--- src/hdl/cbrt_pkg.sv ---
// Shared types and constants for the block residency table.
package cbrt_pkg;

  localparam int NUM_ENTRIES  = 256;
  localparam int IDX_W        = $clog2(NUM_ENTRIES);
  localparam int WINDOW_DEPTH = 5;
  localparam int WCNT_W       = $clog2(WINDOW_DEPTH + 1);
  localparam int TIME_W       = 64;
  localparam int ORDER_W      = 32;
  localparam int CNT_W        = 8;
  localparam int TOTAL_W      = 9;
  localparam logic [CNT_W-1:0] READER_MAX = '1;

  typedef enum logic [2:0] {
    OP_ACCESS  = 3'd0,
    OP_FILL    = 3'd1,
    OP_RELEASE = 3'd2,
    OP_BACKOUT = 3'd3,
    OP_EVICT   = 3'd4,
    OP_CHECK   = 3'd5
  } op_t;

  typedef struct packed {
    logic present;
    logic reserve;
    logic success;
    logic [7:0] victim_index;
    logic may_grow;
    logic streaming;
    logic pattern_changed;
    logic [TOTAL_W-1:0] resident_count;
  } result_t;

  // Controller to datapath.
  typedef struct packed {
    logic load;       // capture input word
    logic rd;         // read entry at captured index
    logic exec;       // apply single-entry op / check
    logic scan_start; // reset scan state, read entry 0
    logic scan_step;  // compare entry on read port, read next
    logic evict_do;   // commit victim
  } cmd_t;

  typedef struct packed {
    logic scan_last; // entry being compared is the last one
  } stat_t;

endpackage

--- src/hdl/cbrt_ctrl.sv ---
// Sequencing controller with output word register handshake.
module cbrt_ctrl (
  input  logic             clk,
  input  logic             rst,
  input  logic             in_fire,
  input  logic [2:0]       opcode,
  output logic             in_ready,
  output logic             out_valid,
  input  logic             out_ready,
  output cbrt_pkg::cmd_t   cmd,
  input  cbrt_pkg::stat_t  stat
);
  import cbrt_pkg::*;

  typedef enum logic [2:0] {S_IDLE, S_READ, S_EXEC, S_SCAN, S_COMMIT, S_OUT} state_t;
  state_t state;
  logic [2:0] opcode_r;

  assign in_ready = (state == S_IDLE);

  always_comb begin
    cmd = '0;
    cmd.load = in_fire;
    unique case (state)
      S_READ:  if (opcode_r == OP_EVICT) cmd.scan_start = 1'b1; else cmd.rd = 1'b1;
      S_EXEC:  cmd.exec = 1'b1;
      S_SCAN:  cmd.scan_step = 1'b1;
      S_COMMIT: cmd.evict_do = 1'b1;
      default: ;
    endcase
  end

  always_ff @(posedge clk) begin
    if (rst) begin
      state <= S_IDLE; out_valid <= 1'b0; opcode_r <= '0;
    end else begin
      unique case (state)
        S_IDLE:  if (in_fire) begin opcode_r <= opcode; state <= S_READ; end
        S_READ:  state <= (opcode_r == OP_EVICT) ? S_SCAN : S_EXEC;
        S_EXEC:  begin out_valid <= 1'b1; state <= S_OUT; end
        S_SCAN:  if (stat.scan_last) state <= S_COMMIT;
        S_COMMIT: begin out_valid <= 1'b1; state <= S_OUT; end
        S_OUT:   if (out_ready) begin out_valid <= 1'b0; state <= S_IDLE; end
        default: state <= S_IDLE;
      endcase
    end
  end
endmodule

--- config.mk ---
export PLATFORM = sky130hd
export DESIGN_NAME = cbrt_ctrl
export DESIGN_NICKNAME = d
export VERILOG_FILES = /design/src/hdl/cbrt_pkg.sv /design/src/hdl/cbrt_ctrl.sv
export SDC_FILE = /design/constraint.sdc
export NUM_CORES = 1
export LEC_CHECK = 0
export BUFFER_PORTS_ARGS = -buffer_cell sky130_fd_sc_hd__buf_2
export CAP_MARGIN = 20
export CORE_AREA = 2 2 39 41
export DETAILED_ROUTE_END_ITERATION = 8
export DIE_AREA = 0 0 41 43
export GPL_TIMING_DRIVEN = 0
export SYNTH_ARGS = -nofsm -noshare
export SYNTH_HDL_FRONTEND = slang
export SYNTH_SLANG_ARGS = --single-unit
--- constraint.sdc ---
create_clock -name clk -period 3.35 [get_ports clk]
set_input_delay 0.335 -clock clk [delete_from_list [all_inputs] [get_ports clk]]
set_output_delay 0.335 -clock clk [all_outputs]
set_load 0.005 [all_outputs]
==> impl_results.md <==
- R2R Setup Slk: 2190 ps
- Core area: roughly 1400 µm²
- Worst Hold End: state[1]
- Slew margin rel.: 77.0%
- Worst-margin pin slew: 343 ps
- # DRC: 0
- Total number of vias: 393
- VDD IR max: 0.382 mV
- Initial antenna violation count: 0
- Final hold violations: 0
- Total GRT Usage: 11.4%
- Vias/cell: 4.79
- Clock Sinks: 7
- Post-CTS Setup Repair Bufs: 0
- Worst-Skew Late Latency: 250 ps
- Largest net degree at the start of global routing: 11
- LEAKAGE: 0.227 nW
- Clock Skews: approximately 2.4 ps
- Critical Path RT: 3010 ps
- # nets final: 75
- Commonest non-fill, non-tap cell in the layout: buf_2
- Depth of the most critical reg-to-reg path: 3
- Pre-CTS WS: approximately 1900 ps
- Hold WS: 314 ps
- Startpoint Class: flip-flop
- Tot Pwr: 0.271 mW
- Area contributors post-synth: dfxtp_1 36%, mux2i_1 7.6%, nor3_1 7.6%
- CTS Buffer Depth: 2
- Placed Cells incl. Taps: 78
- Pwr Density: 527 nW/µm²
- Initial drt markers: 9
- H-tree depth: 1
- CP Class: reg2out
- Yosys cell types: 22
- Top cell type's share of synthesized area: 35.7%
- Final period util: 49.9%
- Final setup viols: 0
- Worst r2r dst: opcode_r[1]
- Worst Hold Launch: stat
- #FFs+latches synth: 7
- Routed len/inst: 9.91 µm
- DRT Pass-1 Iters: 4
- Highest Signal Layer: met4
- Metal1 wirelength: 373 µm
- CTS tree: yes
- CP max stage delay: 410 ps
- GPL Wtd Cong: 0.657
- Crit-path max FO: 10
- Outcome: completed
- Ys Warns: 0
- CP Data Arrival Time: 1340 ps
- Finished Cell Area: 514 µm²
- Seq/Total Area, Yosys: 35.7%
- DRT Wirelength: between 800 and 900 µm
- Final Max Slew Viols: 0
- Antenna-violating nets left: 0
- Full die area: roughly 1800 µm²
- Post-layout util: 37.2%
- WL met2: 355 µm
- Root Buffer: clkbuf_4
- # diodes: 0
- Number of global-route vias before repair: 327
- Post_cts resized: 0
- Fraction of layout cells with a size suffix above 1: 36.4%
- Syn_area_per_cell: between 8 and 9 µm²
- CP cell instances: buf_2, nand2_1, nor3b_1, buf_2
- Die width: 41 µm
- Num ports: 16
- Fin crit period: 1670 ps
- CTS Hold Bufs: 0
- TNS Setup: 0 ps
- RSZ-0062 raised after global routing: false
- Post-Syn Instances: 47
- Total grt overflow: 0
- Final std cells w/o fill: 82
- First-pass GRT wire length: 1320 µm
- Worst Setup Slack, final: ~1700 ps
- DP HPWL: 635 µm
- Layout area overhead: 30.9%
- F_max: 599 MHz
- Post-synth top area cell: dfxtp_1
- Slowest-stage cell, CP: dfxtp_1
- Area after DPL: 488 µm²
- Met3 wire len: 69 µm
- Max_cap viols: 0
- CTS buffer count: 3
- Chip Height: 43 µm
- WHS Path Cells: 2
- Most used cell, CP: buf_2
- Most frequent cells in the layout: 18 x buf_2, 7 x dfxtp_1, 6 x nor2_1, 6 x nor3_1, 4 x a21oi_1
- Crit end category: output port
- RR Startpoint: state[1]
- Clk slew on worst S/H paths: 50 ps
- Row cnt: 14
- Worst hold path type: in2reg
- Post-Syn Area: 393 µm²
- Port Buffer Count: 15
- Initial core utilization: 28.4%
- Mapped Nets: 55
## worst max path at each step
stage / slack, ps / endpoint / start / cells after the start
floorplan: 2110 / cmd[4] / state[0] / 3
global placement: 1940 / cmd[4] / state[0] / 4
detailed placement: 1940 / cmd[4] / state[0] / 4
CTS: 1670 / cmd[4] / state[0] / 4
global route: 1530 / cmd[4] / state[0] / 4
finish: 1680 / cmd[4] / state[0] / 4
## layout make-up
| type | instances | area, µm² |
|---|---|---|
| well taps | 16 | 20.0 |
| repair buffers | 15 | 75.1 |
| clock buffers | 4 | 26.3 |
| flip-flops and latches | 7 | 140 |
| fillers | 148 | 870 |
| plain buffers | 4 | 22.5 |
| multi-input cells | 34 | 223 |
| inverters | 2 | 7.51 |
## power by group
part	internal, mW	total, mW	switching [mW]
Clock	0.0453	0.0747	0.0294
Combinational	0.0433	0.0899	0.0466
Sequential	0.0952	0.106	0.0110
## routing by layer
metal  up-vias  GRT usage, %
li1        207             -
met1       169          14.8
met2        15          14.7
met3         2          6.28
met4         0          6.00
met5         -             0
## sequential cells by signal (all words and copies together) (netlist names)
register and cells:
opcode_r 3, out_valid 1, state 3
## kinds of logic (layout without fill, tap and decap cells)
family / Yosys count / count (layout) / synth area share, %
AO/OA/AOI/OAI: 10 / 10 / 16.6
buffers and inverters: 6 / 25 / 7.64
flip-flops: 7 / 7 / 35.7
multiplexers: 3 / 3 / 7.64
AND/OR/NAND/NOR: 21 / 21 / 32.5
## cells in the mapped netlist, drive strengths merged
cell type  n
o31a       1
nand3      1
o21ai      1
nand2      1
nor3b      1
o21bai     1
nor4b      1
a211oi     2
a32oi      1
nor4       1
nor2       6
nor3       6
inv        2
nand2b     2
a21oi      4
or3b       1
buf        4
mux2i      3
dfxtp      7
or2b       1
## critical path: cells and delay by family (launching register included)
family        cells  cell delay, ps
flops             1             410
buf+inv           2             380
simple gates      2             300
(Power assumes the default switching activity.)
